<file path="config.mk">
export PLATFORM = sky130hd
export DESIGN_NAME = ecg_sample_framer_crc8
export DESIGN_NICKNAME = d
export VERILOG_FILES = /design/src/sv/ecgf_pkg.sv /design/src/sv/ecgf_front.sv /design/src/sv/ecgf_queue.sv /design/src/sv/ecgf_back.sv /design/src/sv/ecg_sample_framer_crc8.sv
export SDC_FILE = /design/constraint.sdc
export NUM_CORES = 1
export LEC_CHECK = 0
export ABC_AREA = 1
export BUFFER_PORTS_ARGS = -buffer_cell sky130_fd_sc_hd__buf_2
export CAP_MARGIN = 5
export CELL_PAD_IN_SITES_DETAIL_PLACEMENT = 0
export CELL_PAD_IN_SITES_GLOBAL_PLACEMENT = 1
export CORE_MARGIN = 1
export CORE_UTILIZATION = 51
export DETAILED_ROUTE_END_ITERATION = 8
export PLACE_DENSITY = 0.88
export RECOVER_POWER = 25
export SETUP_SLACK_MARGIN = 0.15
export SLEW_MARGIN = 10
export SYNTH_ARGS = -nofsm -noshare
export SYNTH_HDL_FRONTEND = slang
export SYNTH_HIERARCHICAL = 1
export SYNTH_SLANG_ARGS = --single-unit
</file>
<file path="constraint.sdc">
create_clock -name clk -period 10 [get_ports clk]
set_clock_uncertainty 0.1 [all_clocks]
set_input_delay 0.5 -clock clk [delete_from_list [all_inputs] [get_ports clk]]
set_output_delay 0.5 -clock clk [all_outputs]
set_load 0.05 [all_outputs]
</file>
<file path="src/sv/ecgf_pkg.sv">
package ecgf_pkg;

    // Record constants
    localparam logic [7:0] SYNC_A   = 8'hA5;
    localparam logic [7:0] SYNC_B   = 8'hEC;
    localparam logic [7:0] REC_TYPE = 8'h01;
    localparam logic [7:0] CRC_POLY = 8'h07;

    // Byte positions inside the 12-byte record
    localparam int unsigned IDX_W = 4;
    localparam logic [IDX_W-1:0] POS_SYNC_A = 4'd0;
    localparam logic [IDX_W-1:0] POS_SYNC_B = 4'd1;
    localparam logic [IDX_W-1:0] POS_TYPE   = 4'd2;
    localparam logic [IDX_W-1:0] POS_TAGS   = 4'd3;
    localparam logic [IDX_W-1:0] POS_SEQ0   = 4'd4;
    localparam logic [IDX_W-1:0] POS_SEQ1   = 4'd5;
    localparam logic [IDX_W-1:0] POS_SEQ2   = 4'd6;
    localparam logic [IDX_W-1:0] POS_SEQ3   = 4'd7;
    localparam logic [IDX_W-1:0] POS_RAW2   = 4'd8;
    localparam logic [IDX_W-1:0] POS_RAW1   = 4'd9;
    localparam logic [IDX_W-1:0] POS_RAW0   = 4'd10;
    localparam logic [IDX_W-1:0] POS_CRC    = 4'd11;

    // One framed sample, as it waits between front and back
    typedef struct packed {
        logic [23:0] raw;
        logic [2:0]  ptag;
        logic [2:0]  etag;
        logic [31:0] seq;
    } ecgf_rec_t;

    // Front to queue push
    typedef struct packed {
        logic      valid;
        ecgf_rec_t rec;
    } ecgf_push_t;

    // CRC-8, poly 0x07, MSB first, one byte
    function automatic logic [7:0] crc8_byte(input logic [7:0] crc, input logic [7:0] b);
        logic [7:0] c;
        c = crc ^ b;
        for (int k = 0; k < 8; k++)
        begin
            if (c[7])
                c = {c[6:0], 1'b0} ^ CRC_POLY;
            else
                c = {c[6:0], 1'b0};
        end
        return c;
    endfunction

endpackage

</file>
<file path="src/sv/ecgf_front.sv">
module ecgf_front (
    input  logic                 clk,
    input  logic                 rst_n,
    input  logic                 s_tvalid,
    output logic                 s_tready,
    input  logic [31:0]          s_tdata,   // raw_sample[23:0], etag[26:24], ptag[29:27], pad
    input  logic [1:0]           s_tuser,   // sample_valid[0], new_session[1]
    input  logic                 q_full,
    output ecgf_pkg::ecgf_push_t push
);

    logic [31:0] seq_reg;
    logic [31:0] seq_next;
    logic [31:0] seq_cur;
    logic        accept;

    // Sample word is taken whenever the queue has room
    assign s_tready = !q_full;
    assign accept   = s_tvalid && !q_full;

    // Sequence number used by this sample, after a session clear
    assign seq_cur = s_tuser[1] ? 32'd0 : seq_reg;

    always_comb
    begin
        seq_next = seq_reg;
        if (accept)
            seq_next = s_tuser[0] ? seq_cur + 32'd1 : seq_cur;
    end

    always_ff @(posedge clk or negedge rst_n)
    begin
        if (!rst_n)
            seq_reg <= 32'd0;
        else
            seq_reg <= seq_next;
    end

    // Only real samples become records
    assign push.valid    = accept && s_tuser[0];
    assign push.rec.raw  = s_tdata[23:0];
    assign push.rec.etag = s_tdata[26:24];
    assign push.rec.ptag = s_tdata[29:27];
    assign push.rec.seq  = seq_cur;

    // Dropped samples never advance the count
    a_drop_hold: assert property (@(posedge clk) disable iff (!rst_n)
        (accept && !s_tuser[0] && !s_tuser[1]) |=> (seq_reg == $past(seq_reg)))
        else $error("count moved on a dropped sample");

endmodule

</file>
<file path="src/sv/ecgf_queue.sv">
module ecgf_queue #(
    parameter int unsigned DEPTH = 2
) (
    input  logic                 clk,
    input  logic                 rst_n,
    input  ecgf_pkg::ecgf_push_t push,
    output logic                 full,
    output logic                 head_valid,
    output ecgf_pkg::ecgf_rec_t  head,
    input  logic                 pop
);

    localparam int unsigned PTR_W = (DEPTH > 1) ? $clog2(DEPTH) : 1;
    localparam int unsigned CNT_W = $clog2(DEPTH + 1);
    localparam logic [PTR_W-1:0] PTR_LAST = PTR_W'(DEPTH - 1);
    localparam logic [CNT_W-1:0] CNT_FULL = CNT_W'(DEPTH);

    ecgf_pkg::ecgf_rec_t mem [DEPTH];
    logic [PTR_W-1:0] wr_ptr_reg;
    logic [PTR_W-1:0] rd_ptr_reg;
    logic [CNT_W-1:0] cnt_reg;
    logic             do_push;
    logic             do_pop;

    assign full       = (cnt_reg == CNT_FULL);
    assign head_valid = (cnt_reg != '0);
    assign head       = mem[rd_ptr_reg];
    assign do_push    = push.valid && !full;
    assign do_pop     = pop && head_valid;

    // Storage
    always_ff @(posedge clk)
    begin
        if (do_push)
            mem[wr_ptr_reg] <= push.rec;
    end

    // Pointers and fill count
    always_ff @(posedge clk or negedge rst_n)
    begin
        if (!rst_n)
        begin
            wr_ptr_reg <= '0;
            rd_ptr_reg <= '0;
            cnt_reg    <= '0;
        end
        else
        begin
            if (do_push)
                wr_ptr_reg <= (wr_ptr_reg == PTR_LAST) ? '0 : wr_ptr_reg + 1'b1;
            if (do_pop)
                rd_ptr_reg <= (rd_ptr_reg == PTR_LAST) ? '0 : rd_ptr_reg + 1'b1;
            if (do_push && !do_pop)
                cnt_reg <= cnt_reg + 1'b1;
            else if (!do_push && do_pop)
                cnt_reg <= cnt_reg - 1'b1;
        end
    end

    a_no_overflow: assert property (@(posedge clk) disable iff (!rst_n)
        push.valid |-> !full)
        else $error("push into full queue");

    a_no_underflow: assert property (@(posedge clk) disable iff (!rst_n)
        pop |-> head_valid)
        else $error("pop from empty queue");

endmodule

</file>
<file path="src/sv/ecgf_back.sv">
module ecgf_back (
    input  logic                clk,
    input  logic                rst_n,
    input  logic                head_valid,
    input  ecgf_pkg::ecgf_rec_t head,
    output logic                pop,
    output logic                m_tvalid,
    input  logic                m_tready,
    output logic [7:0]          m_tdata,   // frame_byte[7:0]
    output logic                m_tlast
);

    logic [ecgf_pkg::IDX_W-1:0] idx_reg;
    logic [7:0]                 crc_reg;
    logic                       m_tvalid_reg;
    logic [7:0]                 m_tdata_reg;
    logic                       m_tlast_reg;
    logic                       advance;
    logic                       in_crc_span;
    logic                       at_end;
    logic [7:0]                 byte_sel;

    // Output register frees up when empty or taken this cycle
    assign advance     = head_valid && (!m_tvalid_reg || m_tready);
    assign at_end      = (idx_reg == ecgf_pkg::POS_CRC);
    assign in_crc_span = (idx_reg >= ecgf_pkg::POS_TYPE) && (idx_reg <= ecgf_pkg::POS_RAW0);
    assign pop         = advance && at_end;

    // Byte picker for the current record position
    always_comb
    begin
        unique case (idx_reg)
            ecgf_pkg::POS_SYNC_A: byte_sel = ecgf_pkg::SYNC_A;
            ecgf_pkg::POS_SYNC_B: byte_sel = ecgf_pkg::SYNC_B;
            ecgf_pkg::POS_TYPE:   byte_sel = ecgf_pkg::REC_TYPE;
            ecgf_pkg::POS_TAGS:   byte_sel = {2'b00, head.ptag, head.etag};
            ecgf_pkg::POS_SEQ0:   byte_sel = head.seq[7:0];
            ecgf_pkg::POS_SEQ1:   byte_sel = head.seq[15:8];
            ecgf_pkg::POS_SEQ2:   byte_sel = head.seq[23:16];
            ecgf_pkg::POS_SEQ3:   byte_sel = head.seq[31:24];
            ecgf_pkg::POS_RAW2:   byte_sel = head.raw[23:16];
            ecgf_pkg::POS_RAW1:   byte_sel = head.raw[15:8];
            ecgf_pkg::POS_RAW0:   byte_sel = head.raw[7:0];
            ecgf_pkg::POS_CRC:    byte_sel = crc_reg;
            default:              byte_sel = 8'h00;
        endcase
    end

    // Position counter, running CRC, output valid
    always_ff @(posedge clk or negedge rst_n)
    begin
        if (!rst_n)
        begin
            idx_reg      <= ecgf_pkg::POS_SYNC_A;
            crc_reg      <= 8'h00;
            m_tvalid_reg <= 1'b0;
        end
        else if (advance)
        begin
            m_tvalid_reg <= 1'b1;
            if (at_end)
            begin
                idx_reg <= ecgf_pkg::POS_SYNC_A;
                crc_reg <= 8'h00;
            end
            else
            begin
                idx_reg <= idx_reg + 1'b1;
                if (in_crc_span)
                    crc_reg <= ecgf_pkg::crc8_byte(crc_reg, byte_sel);
            end
        end
        else if (m_tready)
        begin
            m_tvalid_reg <= 1'b0;
        end
    end

    // Output payload
    always_ff @(posedge clk)
    begin
        if (advance)
        begin
            m_tdata_reg <= byte_sel;
            m_tlast_reg <= at_end;
        end
    end

    assign m_tvalid = m_tvalid_reg;
    assign m_tdata  = m_tdata_reg;
    assign m_tlast  = m_tlast_reg;

    a_pos_range: assert property (@(posedge clk) disable iff (!rst_n)
        idx_reg <= ecgf_pkg::POS_CRC)
        else $error("record position out of range");

    a_frame_restart: assert property (@(posedge clk) disable iff (!rst_n)
        pop |=> (idx_reg == ecgf_pkg::POS_SYNC_A) && (crc_reg == 8'h00))
        else $error("frame end did not rewind position and crc");

    a_first_byte: assert property (@(posedge clk) disable iff (!rst_n)
        (advance && idx_reg == ecgf_pkg::POS_SYNC_A) |=>
            (m_tvalid && m_tdata == ecgf_pkg::SYNC_A && !m_tlast))
        else $error("frame does not open with sync byte");

endmodule

</file>
<file path="src/sv/ecg_sample_framer_crc8.sv">
// channel | dir | tdata                                  | tuser                         | tlast
// s_*     | in  | raw_sample[23:0] etag[26:24] ptag[29:27] | sample_valid[0] new_session[1] | -
// m_*     | out | frame_byte[7:0]                         | -                             | frame_last
//
// Each valid sample gives 12 words, one per cycle while m_tready holds; a new frame
// follows the previous one with no gap when the queue holds the next record; the single-byte
// output serializer sets the pace. Dropped samples are accepted but never queued.
// The front keeps taking samples while the record queue has room (QUEUE_DEPTH).
// Reset clears the sequence count, queue and output valid; no warm-up pass.
// A stall on m_tready holds the word in the output register and backs up the queue.
module ecg_sample_framer_crc8 #(
    parameter int unsigned QUEUE_DEPTH = 2
) (
    input  logic        clk,
    input  logic        rst_n,
    input  logic        s_tvalid,
    output logic        s_tready,
    input  logic [31:0] s_tdata,   // raw_sample[23:0], etag[26:24], ptag[29:27], zero pad
    input  logic [1:0]  s_tuser,   // sample_valid[0], new_session[1]
    output logic        m_tvalid,
    input  logic        m_tready,
    output logic [7:0]  m_tdata,   // frame_byte[7:0]
    output logic        m_tlast    // frame_last
);

    ecgf_pkg::ecgf_push_t push;
    ecgf_pkg::ecgf_rec_t  head;
    logic                 q_full;
    logic                 head_valid;
    logic                 pop;

    // Front: count and record build
    ecgf_front u_front (
        .clk      (clk),
        .rst_n    (rst_n),
        .s_tvalid (s_tvalid),
        .s_tready (s_tready),
        .s_tdata  (s_tdata),
        .s_tuser  (s_tuser),
        .q_full   (q_full),
        .push     (push)
    );

    // Record queue
    ecgf_queue #(
        .DEPTH (QUEUE_DEPTH)
    ) u_queue (
        .clk        (clk),
        .rst_n      (rst_n),
        .push       (push),
        .full       (q_full),
        .head_valid (head_valid),
        .head       (head),
        .pop        (pop)
    );

    // Back: byte serializer with CRC
    ecgf_back u_back (
        .clk        (clk),
        .rst_n      (rst_n),
        .head_valid (head_valid),
        .head       (head),
        .pop        (pop),
        .m_tvalid   (m_tvalid),
        .m_tready   (m_tready),
        .m_tdata    (m_tdata),
        .m_tlast    (m_tlast)
    );

endmodule
</file>
Word level (Yosys, flattened, before mapping)

Memories as Yosys holds them, arrays and structs flattened.
Index checks and enable logic that the tools add are counted.

Reductions and logical operators: 20
$add $sub $neg: 6
Bitwise gates (word level): 9
$lt $le $gt $ge: 2
Muxes and demuxes: 43
Equal/unequal tests: 12

Operator list:

| operator                                              | count |
|---|---|
| 2-to-1 mux 8 bit                                      | 23 |
| case mux 8 bit (12 select lines)                      | 1 |
| 2-to-1 mux 32 bit                                     | 2 |
| adder 32 x 1 -> 32 bit, second input constant         | 1 |
| 2-to-1 mux 3 bit                                      | 8 |
| NOT 3 bit                                             | 8 |
| == test 4 x 3 -> 1 bit, second input constant         | 4 |
| == test 4 bit, second input constant                  | 4 |
| logical AND 1 bit                                     | 9 |
| == test 4 x 2 -> 1 bit, second input constant         | 2 |
| nonzero test 2 bit                                    | 4 |
| XOR 8 bit                                             | 1 |
| 2-to-1 mux 1 bit                                      | 6 |
| adder 4 x 1 -> 4 bit, second input constant           | 1 |
| == test 4 x 1 -> 1 bit, second input constant         | 1 |
| >= comparator 4 x 2 -> 1 bit, second input constant   | 1 |
| less-or-equal comparator 4 bit, second input constant | 1 |
| zero test 1 bit                                       | 4 |
| zero test 4 bit                                       | 1 |
| 2-to-1 mux 2 bit                                      | 2 |
| 2-to-1 mux 4 bit                                      | 1 |
| adder 1 bit, second input constant                    | 2 |
| adder 2 x 1 -> 2 bit, second input constant           | 1 |
| == test 2 bit, second input constant                  | 1 |
| other kinds (3)                                       | 3 |

Word-level logic and storage cells: 102
Input bits: 38
Output and inout bits: 11
Memory bits (writable): 124
Memories: 1
Flip-flop bits (word level): 58

Memories:

| memory      | words | bits a word | read ports | clocked after Yosys merged registers in | wr ports | line             | text |
|---|---|---|---|---|---|---|---|
| u_queue.mem | 2     | 62          | 1          | 0                                       | 1        | ecgf_queue.sv:18 | `ecgf_pkg::ecgf_rec_t mem [DEPTH];` |

Depth between registers and ports, before layout

Gate-level depths: netlist of run 1.

Depth in word-level cells: 42
Gate-level depth with buffers: 18
Mapped depth without buffers: 17

Modules after synthesis

The synthesis of run 1 kept the hierarchy.

Modules (own cells, without submodules):

| module     | cells each | area an instance (sq um) | sequential area each (sq um) | instances |
|---|---|---|---|---|
| ecgf_queue | 355        | 4,783.3                  | 3,823.7                      | 1 |
| ecgf_front | 387        | 2,483.6                  | 800.8                        | 1 |
| ecgf_back  | 335        | 2,062.0                  | 595.6                        | 1 |

Least setup slack after synthesis of run 1

No wires, ideal clock.

Path kind: reg2reg
From: reg u_queue.cnt_reg[1]
To: mem u_queue/mem[1][0] (netlist bit), enable pin
Path slack: 5,422 ps
Data required time: 9,418 ps
Period minus slack after synthesis: 4,578 ps
Stages on the path, launching flop included: 8
Path buffers: 0
Library setup time: 482 ps
Arrival: 3,995 ps
Cell sequence: dfrtp_1 -> inv_1 -> nor2_2 -> inv_1 -> nand3_2 -> inv_1 -> o21ai_0 -> nor2_1

RTL lines:

| item                   | line             | text |
|---|---|---|
| start, declared        | ecgf_queue.sv:21 | `logic [CNT_W-1:0] cnt_reg;` |
| start signal, assigned | ecgf_queue.sv:54 | `cnt_reg <= cnt_reg + 1'b1;` |
| start signal, assigned | ecgf_queue.sv:56 | `cnt_reg <= cnt_reg - 1'b1;` |
| end, declared          | ecgf_queue.sv:18 |  |

==> results_dict.tcl, run 1 <==
set metrics [dict create \
    status "finished with violations" \
    violations "design-rule violations, max-capacitance violations, max-slew violations" \
    drc 2 \
    gr-max-usage-layer "met2" \
    worst_setup_path_end_kind "async pin" \
    power-per-cell-area_nw_per_um2 280.5 \
    grt_pass1_vias 6408 \
    slew_headroom_pct -98.91 \
    cp_num_buf_inv 2 \
    wire_per_inst_um 15.56 \
    grt_usage_pct 23.67 \
    worstReg2RegStart "u_back/idx_reg[1]$_DFFE_PN0P_" \
    hpwl_um 14340 \
    die_h_um 137.3 \
    cts_max_level 4 \
    synth_seq_cells 182 \
    cp-start-kind "input pin" \
    p_int_w 0.001585 \
    worstHoldStart "s_tdata[23]" \
    cap_violations 1 \
    slowest_delay_ns 2.10 \
    first_pass_iters 9 \
    pre_cts_slack_ns 7.263 \
    rr_endpoint "u_back/crc_reg[2]$_DFFE_PN0P_" \
    yosysSeqAreaShare_pct 55.95 \
    syn-num-nets 1121 \
    ir_worst_vdd_mv 0.1625 \
    use_met1_pct 30.74 \
    avgSynthCellArea_sq_um 8.662 \
    cts_buffer_depth 2 \
    ys_types 30 \
    cts-resized-gates 0 \
    leakage_nw 4.439 \
    rows 49 \
    via_count 6815 \
    cts_tree "yes" \
    initial_utilization_pct 51.93 \
    path_max_fanout 49 \
    die_area_sq_um 18840 \
    cpLargestDelayFamily "buffers and inverters" \
    clk_latency_ns 0.44 \
    p_sw_share_pct 43.26 \
    antenna_found_initial 0 \
    layout.area.seq_sq_um 5221 \
    totalWireLength_um 20660 \
    numClockSinks 182 \
    tightest_slew_ns 2.984 \
    nets 1130 \
    multi_input_area_sq_um 3238 \
    cts_hold_buf 0 \
    largest_register_ff_count 124 \
    reg2reg_setup_slack_ns 7.20 \
    finalCritPeriodShare_pct 31.22 \
    clk_pin_slew_ns 0.08 \
    crit_chain "buf_2 -> clkbuf_1" \
    postRouteAntennaNets 0 \
    p_clk_share_pct 22.9 \
    fin_ws_ns 6.878 \
    switchingPower_w 0.001208 \
    area_delta_synth_final_pct 6.760 \
    rsz0062_at_grt "no" \
    cts_root_buf "clkbuf_16" \
    layout-drive-gt1-share_pct 9.554 \
    met2_usage_pct 39.62 \
    yosysWarnings 6 \
    min_period_ns 3.122 \
    hold_end "u_queue/mem[0][61]$_DFFE_PP_" \
    met3_usage_pct 3.716 \
    drv_slew 50 \
    drt_iter0_drc 567 \
    port-buffer-count 46 \
    netlist_area_sq_um 9329 \
    hp-class "input pin to flip-flop" \
    hold_depth 1 \
    synth_cells 1077 \
    grt_pass1_wl_um 33100 \
    max_freq_mhz 320.3 \
    cp.required_ns 9.56 \
    pwr-share-comb_pct 40.1 \
    r2r_cells 15 \
    crit_path_top_delay_cell "clkbuf_1" \
    core_sq_um 17960 \
    die_w_um 137.3 \
    seqPwrFrac_pct 37.0 \
    critical_path_class "input pin to async pin" \
    hold_viol_final 0 \
    postCtsSetupRepairBufs 0 \
    fillers 1637 \
    cts_made_buffers 17 \
    setup_viol 0 \
    grt_max_degree 64 \
    finalWeightedCongestion 0.8650 \
    ios 49 \
    n_antenna_cell 0 \
    via_per_inst 5.132 \
    grt_overflow 0 \
    worstPathArrival_ns 2.68 \
    tns_ns 0 \
]
## power groups by stage
stage                     sequential [W]  clock [W]  combinational [W]
after global placement           0.00104          0            0.00110
after CTS                        0.00103   0.000654            0.00112
after detailed placement         0.00105          0            0.00112
after floorplan                  0.00110          0           0.000835
final                            0.00103   0.000640            0.00112
after global routing             0.00105   0.000677            0.00127
## how the worst max path moves through the flow
stage	startpoint	end	slack [ns]	depth (start not counted)
CTS	u_queue/cnt_reg[1]$_DFFE_PN0P_	u_queue/mem[1][51]$_DFFE_PP_	7.25	8
detailed placement	u_back/idx_reg[1]$_DFFE_PN0P_	u_back/crc_reg[3]$_DFFE_PN0P_	7.26	15
global placement	u_back/idx_reg[1]$_DFFE_PN0P_	u_back/crc_reg[2]$_DFFE_PN0P_	7.29	15
global route	rst_n	u_queue/rd_ptr_reg$_DFFE_PN0P_	6.16	2
floorplan	u_queue/cnt_reg[1]$_DFFE_PN0P_	u_queue/mem[1][0]$_DFFE_PP_	5.42	7
finish	rst_n	u_queue/rd_ptr_reg$_DFFE_PN0P_	6.88	2
## synth_stat cells
cell type  instances  area, sq um
nor3_1             4        20.02
nand4_1           31        193.9
buf_2              8        40.04
nor3_2             1        10.01
o22ai_1            4        25.02
nand3_1           93        465.5
inv_2              6        22.52
o21ai_0           14        70.07
nand2_2            8        50.05
nor2_4             2        22.52
dfrtp_1           49         1226
inv_6              1        8.760
buf_4             39        292.8
nand3_2            6        60.06
edfxtp_1         133         3994
nand3_4            1        17.52
clkbuf_1           2        7.510
o21ai_2            1        8.760
a31oi_1            2        12.51
xor2_1             6        52.55
ha_1               6        75.07
nand3b_1           1        7.510
a21oi_1            6        30.03
xnor2_1            6        52.55
nand2_1          430         1614
inv_1            102        382.9
buf_6             11        123.9
nor2_2            15        93.84
o21bai_1           4        30.03
nor2_1            85        319.1
## cell families (layout without fill, tap and decap cells)
group,after synthesis,after routing,share of synthesized area (%)
AOI/OAI and AO/OA,31,31,1.891
xor gates and xnor gates,12,12,1.127
buffers and inverters,169,191,9.415
DFF,182,182,55.95
and+or+nand+nor,677,677,30.81
adders and majority gates,6,6,0.8047
## metal layers
| metal | routed length (um) | up-vias |
|---|---|---|
| met5 | 0 | - |
| met4 | 521 | 0 |
| met3 | 813 | 33 |
| met2 | 10250 | 147 |
| met1 | 9075 | 3171 |
| li1 | - | 3464 |
## final cells by class
cell class | count | area share (%)
clock buffer | 18 | 4.309
clock inverter | 14 | 1.382
inverter | 109 | 4.158
multi-input combinational | 726 | 32.51
sequential | 182 | 52.42
tap | 229 | 2.877
timing repair buffer | 50 | 2.337
## through the flow
| step | std cells | hold slack (ns) | instance area (sq um) | power, W | utilization (%) |
|---|---|---|---|---|---|
| final | 1328 | 0.1501 | 9960 | 0.002794 | 55.44 |
| after floorplan | 1077 | 0.1044 | 9329 | 0.001932 | - |
| after CTS | 1328 | 0.1215 | 9987 | 0.002812 | 55.60 |
| after detailed placement | 1296 | 0.3580 | 9420 | 0.002167 | 52.44 |
| after global placement | 1296 | 0.3591 | 9420 | 0.002148 | 52.44 |
| after global routing | 1328 | 0.1357 | 9960 | 0.002999 | 55.44 |
## cells in the final DEF (no fill, tap or decap), types with 3 or more instances in the layout
master        n
nand2_1     430
edfxtp_1    133
inv_1       101
nand3_1      93
nor2_1       84
dfrtp_1      48
nand4_1      31
buf_2        27
clkbuf_1     21
clkbuf_16    17
nor2_2       15
o21ai_0      14
nand2_2       8
inv_2         7
a21oi_1       6
nand3_2       6
ha_1          6
xor2_1        6
xnor2_1       6
inv_8         5
clkinvlp_4    4
o22ai_1       4
nor3_1        4
o21bai_1      4
clkinv_4      3
nor2_4        3
buf_4         3
Note: power is estimated with default switching activity, not from simulation.
==> inputs of run 2 (changes only) <==
--- a/config.mk
+++ b/config.mk
@@ -11,9 +11,9 @@
 export CELL_PAD_IN_SITES_DETAIL_PLACEMENT = 0
 export CELL_PAD_IN_SITES_GLOBAL_PLACEMENT = 1
 export CORE_MARGIN = 1
-export CORE_UTILIZATION = 51
+export CORE_UTILIZATION = 43
 export DETAILED_ROUTE_END_ITERATION = 8
-export PLACE_DENSITY = 0.88
+export PLACE_DENSITY = 0.79
 export RECOVER_POWER = 25
 export SETUP_SLACK_MARGIN = 0.15
 export SLEW_MARGIN = 10
==> constraint.sdc (replaced) <==
create_clock -name clk -period 2.5 [get_ports clk]
set_clock_uncertainty 0.1 [all_clocks]
set_input_delay 0.125 -clock clk [delete_from_list [all_inputs] [get_ports clk]]
set_output_delay 0.125 -clock clk [all_outputs]
set_load 0.05 [all_outputs]
==> run 2 against run 1 <==
The flow finishes with violations (max-capacitance violations, max-slew violations). Worst setup slack worse by 6.6 ns. Largest cell class unchanged. Sequential power rose to 4.0 times the previous value. Non-clock buffer count up 76. Critical path depth up 13. Largest power group unchanged. Total power rose to 4.7 times the previous value. Die area up 18%. Clock-buffer cell count down 1. Wire length up 15%. Sequential cell count unchanged. Via count up 6.5%. Sequential share of layout area down 6.0 points.
==> results_dict.tcl, run 2 (synthesized netlist as in run 1, its figures left out) <==
set metrics [dict create \
    status "finished with violations" \
    violations "max-capacitance violations, max-slew violations" \
    worstHoldStart "s_tdata[9]" \
    max_freq_mhz 446.0 \
    clk_latency_ns 0.43 \
    finalWeightedCongestion 0.8953 \
    power-per-cell-area_nw_per_um2 1157 \
    cts_max_level 4 \
    ios 49 \
    largest_register_ff_count 124 \
    dpl-instance-area_sq_um 9793 \
    stdcell_count 1451 \
    hold_viol_final 0 \
    grt_pass1_wl_um 35700 \
    fin_ws_ns 0.2578 \
    first_pass_iters 6 \
    tightest_slew_ns 1.612 \
    worstReg2RegStart "u_back/idx_reg[0]$_DFFE_PN0P_" \
    rsz0062_at_grt "no" \
    path_max_fanout 10 \
    critical_path_class "flip-flop to flip-flop" \
    cp.required_ns 2.69 \
    wl_met3_um 1082 \
    min_period_ns 2.242 \
    die_area_sq_um 22290 \
    antenna_found_initial 0 \
    cts_root_buf "clkbuf_16" \
    wire_per_inst_um 16.36 \
    highest_layer "met4" \
    cp-start-kind "flip-flop" \
    hpwl_um 15800 \
    worstPathArrival_ns 2.44 \
    rr_endpoint "u_back/crc_reg[0]$_DFFE_PN0P_" \
    core_sq_um 21150 \
    numClockSinks 182 \
    wl_met2_um 11610 \
    final_cell_mix "402 x nand2_1, 133 x edfxtp_1, 95 x inv_1, 86 x nand3_1, 69 x nor2_1" \
    n_antenna_cell 0 \
    clk_pin_slew_ns 0.07 \
    place_inst 1371 \
    nets 1208 \
    die_h_um 149.3 \
    setup_viol 0 \
    grt_max_degree 63 \
    area_delta_synth_final_pct 20.72 \
    met1_length_um 10450 \
    finalCritPeriodShare_pct 89.69 \
    hold_end "u_queue/mem[0][47]$_DFFE_PP_" \
    rows 53 \
    switchingPower_w 0.005674 \
    grt_pass1_vias 6813 \
    r2r_cells 15 \
    layout-drive-gt1-share_pct 18.11 \
    totalWireLength_um 23740 \
    initial_utilization_pct 44.10 \
    pre_cts_slack_ns 0.1113 \
    p_int_w 0.007354 \
    cap_violations 1 \
    via_per_inst 5.004 \
    postRouteAntennaNets 0 \
    leakage_nw 4.965 \
    drc 0 \
    hp-class "input pin to flip-flop" \
    drv_slew 29 \
    p_sw_share_pct 43.55 \
    cts_made_buffers 17 \
    cts_tree "yes" \
    port-buffer-count 46 \
    die_w_um 149.3 \
    slew_headroom_pct -7.485 \
    p_clk_share_pct 20.5 \
    grt_usage_pct 21.35 \
    pwr-share-comb_pct 47.8 \
    hold_depth 2 \
    ir_worst_vdd_mv 0.5590 \
    seqPwrFrac_pct 31.7 \
    layout_commonest_cell "nand2_1" \
    grt_overflow 0 \
    drt_iter0_drc 528 \
    total_power_w 0.01303 \
    reg2reg_setup_slack_ns 0.26 \
    cts_buffer_depth 2 \
    via_count 7261 \
    worst_setup_path_end_kind "flip-flop" \
    design_area_sq_um 11260 \
]
==> run 2: how the worst max path moves through the flow <==
stage                                         from                              to  slack [ns]  cells after the start
floorplan           u_queue/cnt_reg[0]$_DFFE_PN0P_     u_queue/mem[0][0]$_DFFE_PP_       -0.16                      8
global placement     u_back/idx_reg[0]$_DFFE_PN0P_   u_back/crc_reg[2]$_DFFE_PN0P_        0.15                     17
detailed placement   u_back/idx_reg[1]$_DFFE_PN0P_   u_back/crc_reg[2]$_DFFE_PN0P_        0.11                     15
CTS                  u_back/idx_reg[0]$_DFFE_PN0P_   u_back/crc_reg[2]$_DFFE_PN0P_        0.13                     15
global route                                 rst_n  u_queue/rd_ptr_reg$_DFFE_PN0P_        0.13                      2
finish               u_back/idx_reg[0]$_DFFE_PN0P_   u_back/crc_reg[0]$_DFFE_PN0P_        0.26                     15
==> run 2: repair_timing <==
| item | CTS | global route |
|---|---|---|
| hold endpoints to repair | 92 | 0 |
| endpoints found under the setup margin | 7 | 8 |
| hold buffers | 35 | 0 |
| gates cloned | 0 | 5 |
| resized for setup | 3 | 109 |
| setup buffers | 2 | 7 |
| pin swaps | 0 | 21 |
==> run 2: final cells by class <==
type                    instances  area (sq um)
multi-input cells             726          3605
repair inverters                2         20.02
repair buffers                126          1041
inverters                     109         439.2
clock inverters                14         161.4
well taps                     275         344.1
flip-flops and latches        182          5226
fillers                      1911          9892
clock buffers                  17         425.4
==> run 2: critical path, cell delays in order, from the launching register on <==
cell	delay, ns
dfrtp_2	0.50
ha_4	0.20
buf_6	0.14
buf_6	0.13
nand4_1	0.09
nand2_2	0.09
nor2_4	0.11
nand3_2	0.11
nand2_1	0.12
nand2_4	0.10
nand2_4	0.10
nand2_4	0.06
nand2_4	0.07
nand2_4	0.05
nand2_1	0.05
o21ai_0	0.07
==> run 2: power by group through the flow <==
stage	sequential, W	clock, W	combinational [W]
finish	0.00413	0.00267	0.00623
floorplan	0.00438	0	0.00337
CTS	0.00408	0.00272	0.00508
global route	0.00417	0.00284	0.00684
detailed placement	0.00415	0	0.00497
global placement	0.00414	0	0.00491
==> run 2: metal layers <==
layer | vias to the layer above | global-route usage, %
met5 | - | 0
met4 | 0 | 7.449
met3 | 34 | 3.884
met2 | 199 | 34.67
met1 | 3406 | 28.64
li1 | 3622 | -
==> run 2: metrics by stage <==
stage / hold WS, ns / setup TNS (ns) / utilization, %
2_1_floorplan: -0.2706 / -18.58 / -
3_3_place_gp: 0.1145 / 0 / 46.29
3_5_place_dp: 0.1226 / 0 / 46.29
4_1_cts: 0.2323 / 0 / 50.85
5_1_grt: 0.2972 / 0 / 53.24
6_report: 0.3100 / 0 / 53.24
==> inputs of run 3 (changes only) <==
--- a/config.mk
+++ b/config.mk
@@ -10,11 +10,12 @@
 export CAP_MARGIN = 5
 export CELL_PAD_IN_SITES_DETAIL_PLACEMENT = 0
 export CELL_PAD_IN_SITES_GLOBAL_PLACEMENT = 1
-export CORE_MARGIN = 1
+export CORE_MARGIN = 2
 export CORE_UTILIZATION = 43
 export DETAILED_ROUTE_END_ITERATION = 8
 export PLACE_DENSITY = 0.79
 export RECOVER_POWER = 25
+export REMOVE_ABC_BUFFERS = 1
 export SETUP_SLACK_MARGIN = 0.15
 export SLEW_MARGIN = 10
 export SYNTH_ARGS = -nofsm -noshare
==> run 3 against run 2 <==
Sequential power is essentially flat. Worst hold slack worse by 0.18 ns. Via count is 0.81% higher. Worst setup slack worse by 0.027 ns. Register-to-register slack lost 0.03 ns. Total power down 2.4%. Core utilization fell by 0.11 points. Wire length decreased by 3.4%. The run now ends clean.
==> results_dict.tcl, run 3 (synthesized netlist as in run 1, its figures left out) <==
set metrics [dict create \
    met2_usage_pct 34.98 \
    reg2reg_setup_slack_ns 0.23 \
    met3_usage_pct 2.922 \
    core_sq_um 21150 \
    grt_max_degree 53 \
    die_w_um 151.3 \
    cts_made_buffers 17 \
    area_delta_synth_final_pct 20.48 \
    drt_iter0_drc 491 \
    min_period_ns 2.270 \
    final_cell_mix "416 x nand2_1, 133 x edfxtp_1, 97 x inv_1, 92 x nand3_1, 76 x nor2_1" \
    max_freq_mhz 440.6 \
    crit_path_top_delay_cell "dfrtp_2" \
    cts_root_buf "clkbuf_16" \
    path_max_fanout 25 \
    first_pass_iters 5 \
    cp-start-kind "flip-flop" \
    finalWeightedCongestion 0.8892 \
    rsz0062_at_grt "yes" \
    die_area_sq_um 22890 \
    cp.required_ns 2.73 \
    die_h_um 151.3 \
    grt_overflow 0 \
    clk_latency_ns 0.44 \
    tns_ns 0 \
    hp-class "input pin to flip-flop" \
    worstPathArrival_ns 2.50 \
    cap_violations 0 \
    grt_usage_pct 20.16 \
    numClockSinks 182 \
    critical_path_class "flip-flop to flip-flop" \
    cp-startpoint "u_queue/rd_ptr_reg$_DFFE_PN0P_" \
    setup_viol 0 \
    multi_input_area_sq_um 3405 \
    ios 49 \
    drc 0 \
    leakage_nw 5.005 \
    antenna_found_initial 0 \
    postRouteAntennaNets 0 \
    n_antenna_cell 0 \
    grt_pass1_wl_um 35070 \
    power-per-cell-area_nw_per_um2 1131 \
    worstHoldStart "s_tuser[1]" \
    crit_chain "buf_4 -> clkbuf_16 -> nand2_1 -> nand2_1 -> nand3_1 -> nand3_1 -> nor2_2 -> nand3_1 -> nand2_1 -> nand3_1 -> nand2_1 -> nand2_1 -> nand3_1 -> nand2_1" \
    drv_slew 0 \
    layout.area.seq_sq_um 5225 \
    via_count 7320 \
    slew_headroom_pct 25.76 \
    rows 53 \
    use_met1_pct 26.03 \
    cts_buffer_depth 2 \
    totalWireLength_um 22930 \
    via_per_inst 4.963 \
    tightest_slew_ns 1.114 \
    cts_max_level 4 \
    nets 1231 \
    worstReg2RegStart "u_queue/rd_ptr_reg$_DFFE_PN0P_" \
    layout_commonest_cell "nand2_1" \
    status "finished, final reports clean" \
    cp_common_cell "nand2_1" \
    layout-drive-gt1-share_pct 17.42 \
    hpwl_um 15670 \
    largest_register_ff_count 124 \
    port-buffer-count 46 \
    slowest_delay_ns 0.51 \
    finalCritPeriodShare_pct 90.79 \
    worst_setup_path_end_kind "flip-flop" \
    cts_tree "yes" \
    clk_pin_slew_ns 0.08 \
    wire_per_inst_um 15.54 \
    fillers 1945 \
    total_power_w 0.01272 \
    hold_viol_final 0 \
    initial_utilization_pct 44.10 \
    grt_pass1_vias 6878 \
    gr-max-usage-layer "met2" \
    ir_worst_vdd_mv 0.5324 \
]
## run 3: cell count changes in the layout (fill, tap and decap cells not counted), moves of 5 or more
cell     delta
buf_4      +22
nand2_1    +14
nand2_4    -10
nand3_1     +6
nand3_2     -5
nor2_1      +7
nor2_4      -9
## run 3: layout make-up
type	count	area share, %
clock buffer	17	3.785
clock inverter	15	1.603
inverter	109	3.752
multi-input combinational	726	30.29
sequential	182	46.49
tap	275	3.061
timing repair buffer	147	10.58
timing repair inverter	4	0.4453
## run 3: repair_timing
item                       in CTS  in global routing
buffers inserted                1                 10
pin swaps                       1                 13
hold endpoints to repair      112                  0
hold buffers                   34                  0
gates resized for setup         5                 59
gates cloned                    0                  5
setup endpoints to repair       6                  8
## run 3: per-layer routing
layer	vias up	wire length, um
li1	3680	-
met1	3429	9939
met2	175	11520
met3	36	890
met4	0	576
met5	-	0
## run 3: where the power goes
group          total (W)  switching (W)  internal, W  leakage [nW]
sequential       0.00411       0.000275      0.00384          1.88
combinational    0.00586        0.00378      0.00208          2.83
clock            0.00275        0.00130      0.00144         0.292
## run 3: worst max-delay path: cells and delay by family, from the launching register on
family | cells | cell delay (ns)
AND/OR/NAND/NOR | 12 | 1.15
buffers and inverters | 2 | 0.38
flip-flops | 1 | 0.51
## run 3: path summary, 6_finish.rpt
check                                             endpoint  cells after the start
min                            u_queue/mem[1][9]$_DFFE_PP_                      2
max                          u_back/crc_reg[3]$_DFFE_PN0P_                     14
max in group asynchronous    u_back/idx_reg[1]$_DFFE_PN0P_                      3
min in group asynchronous  u_front/seq_reg[28]$_DFFE_PN0P_                      2
max reg2reg                  u_back/crc_reg[3]$_DFFE_PN0P_                     14
min reg2reg                 u_queue/cnt_reg[1]$_DFFE_PN0P_                      2
## run 3: per-stage QoR
step	util (%)	hold WS, ns	worst slack [ns]	instances	area (sq um)
after floorplan	-	-0.2706	-2.078	1017	8865
after global routing	53.13	0.1176	0.1092	1475	11240
after detailed placement	47.09	-0.04892	0.09113	1393	9961
after CTS	51.70	0.01888	0.1513	1460	10940
after global placement	47.09	-0.04968	0.1125	1393	9961
final	53.13	0.1251	0.2304	1475	11240
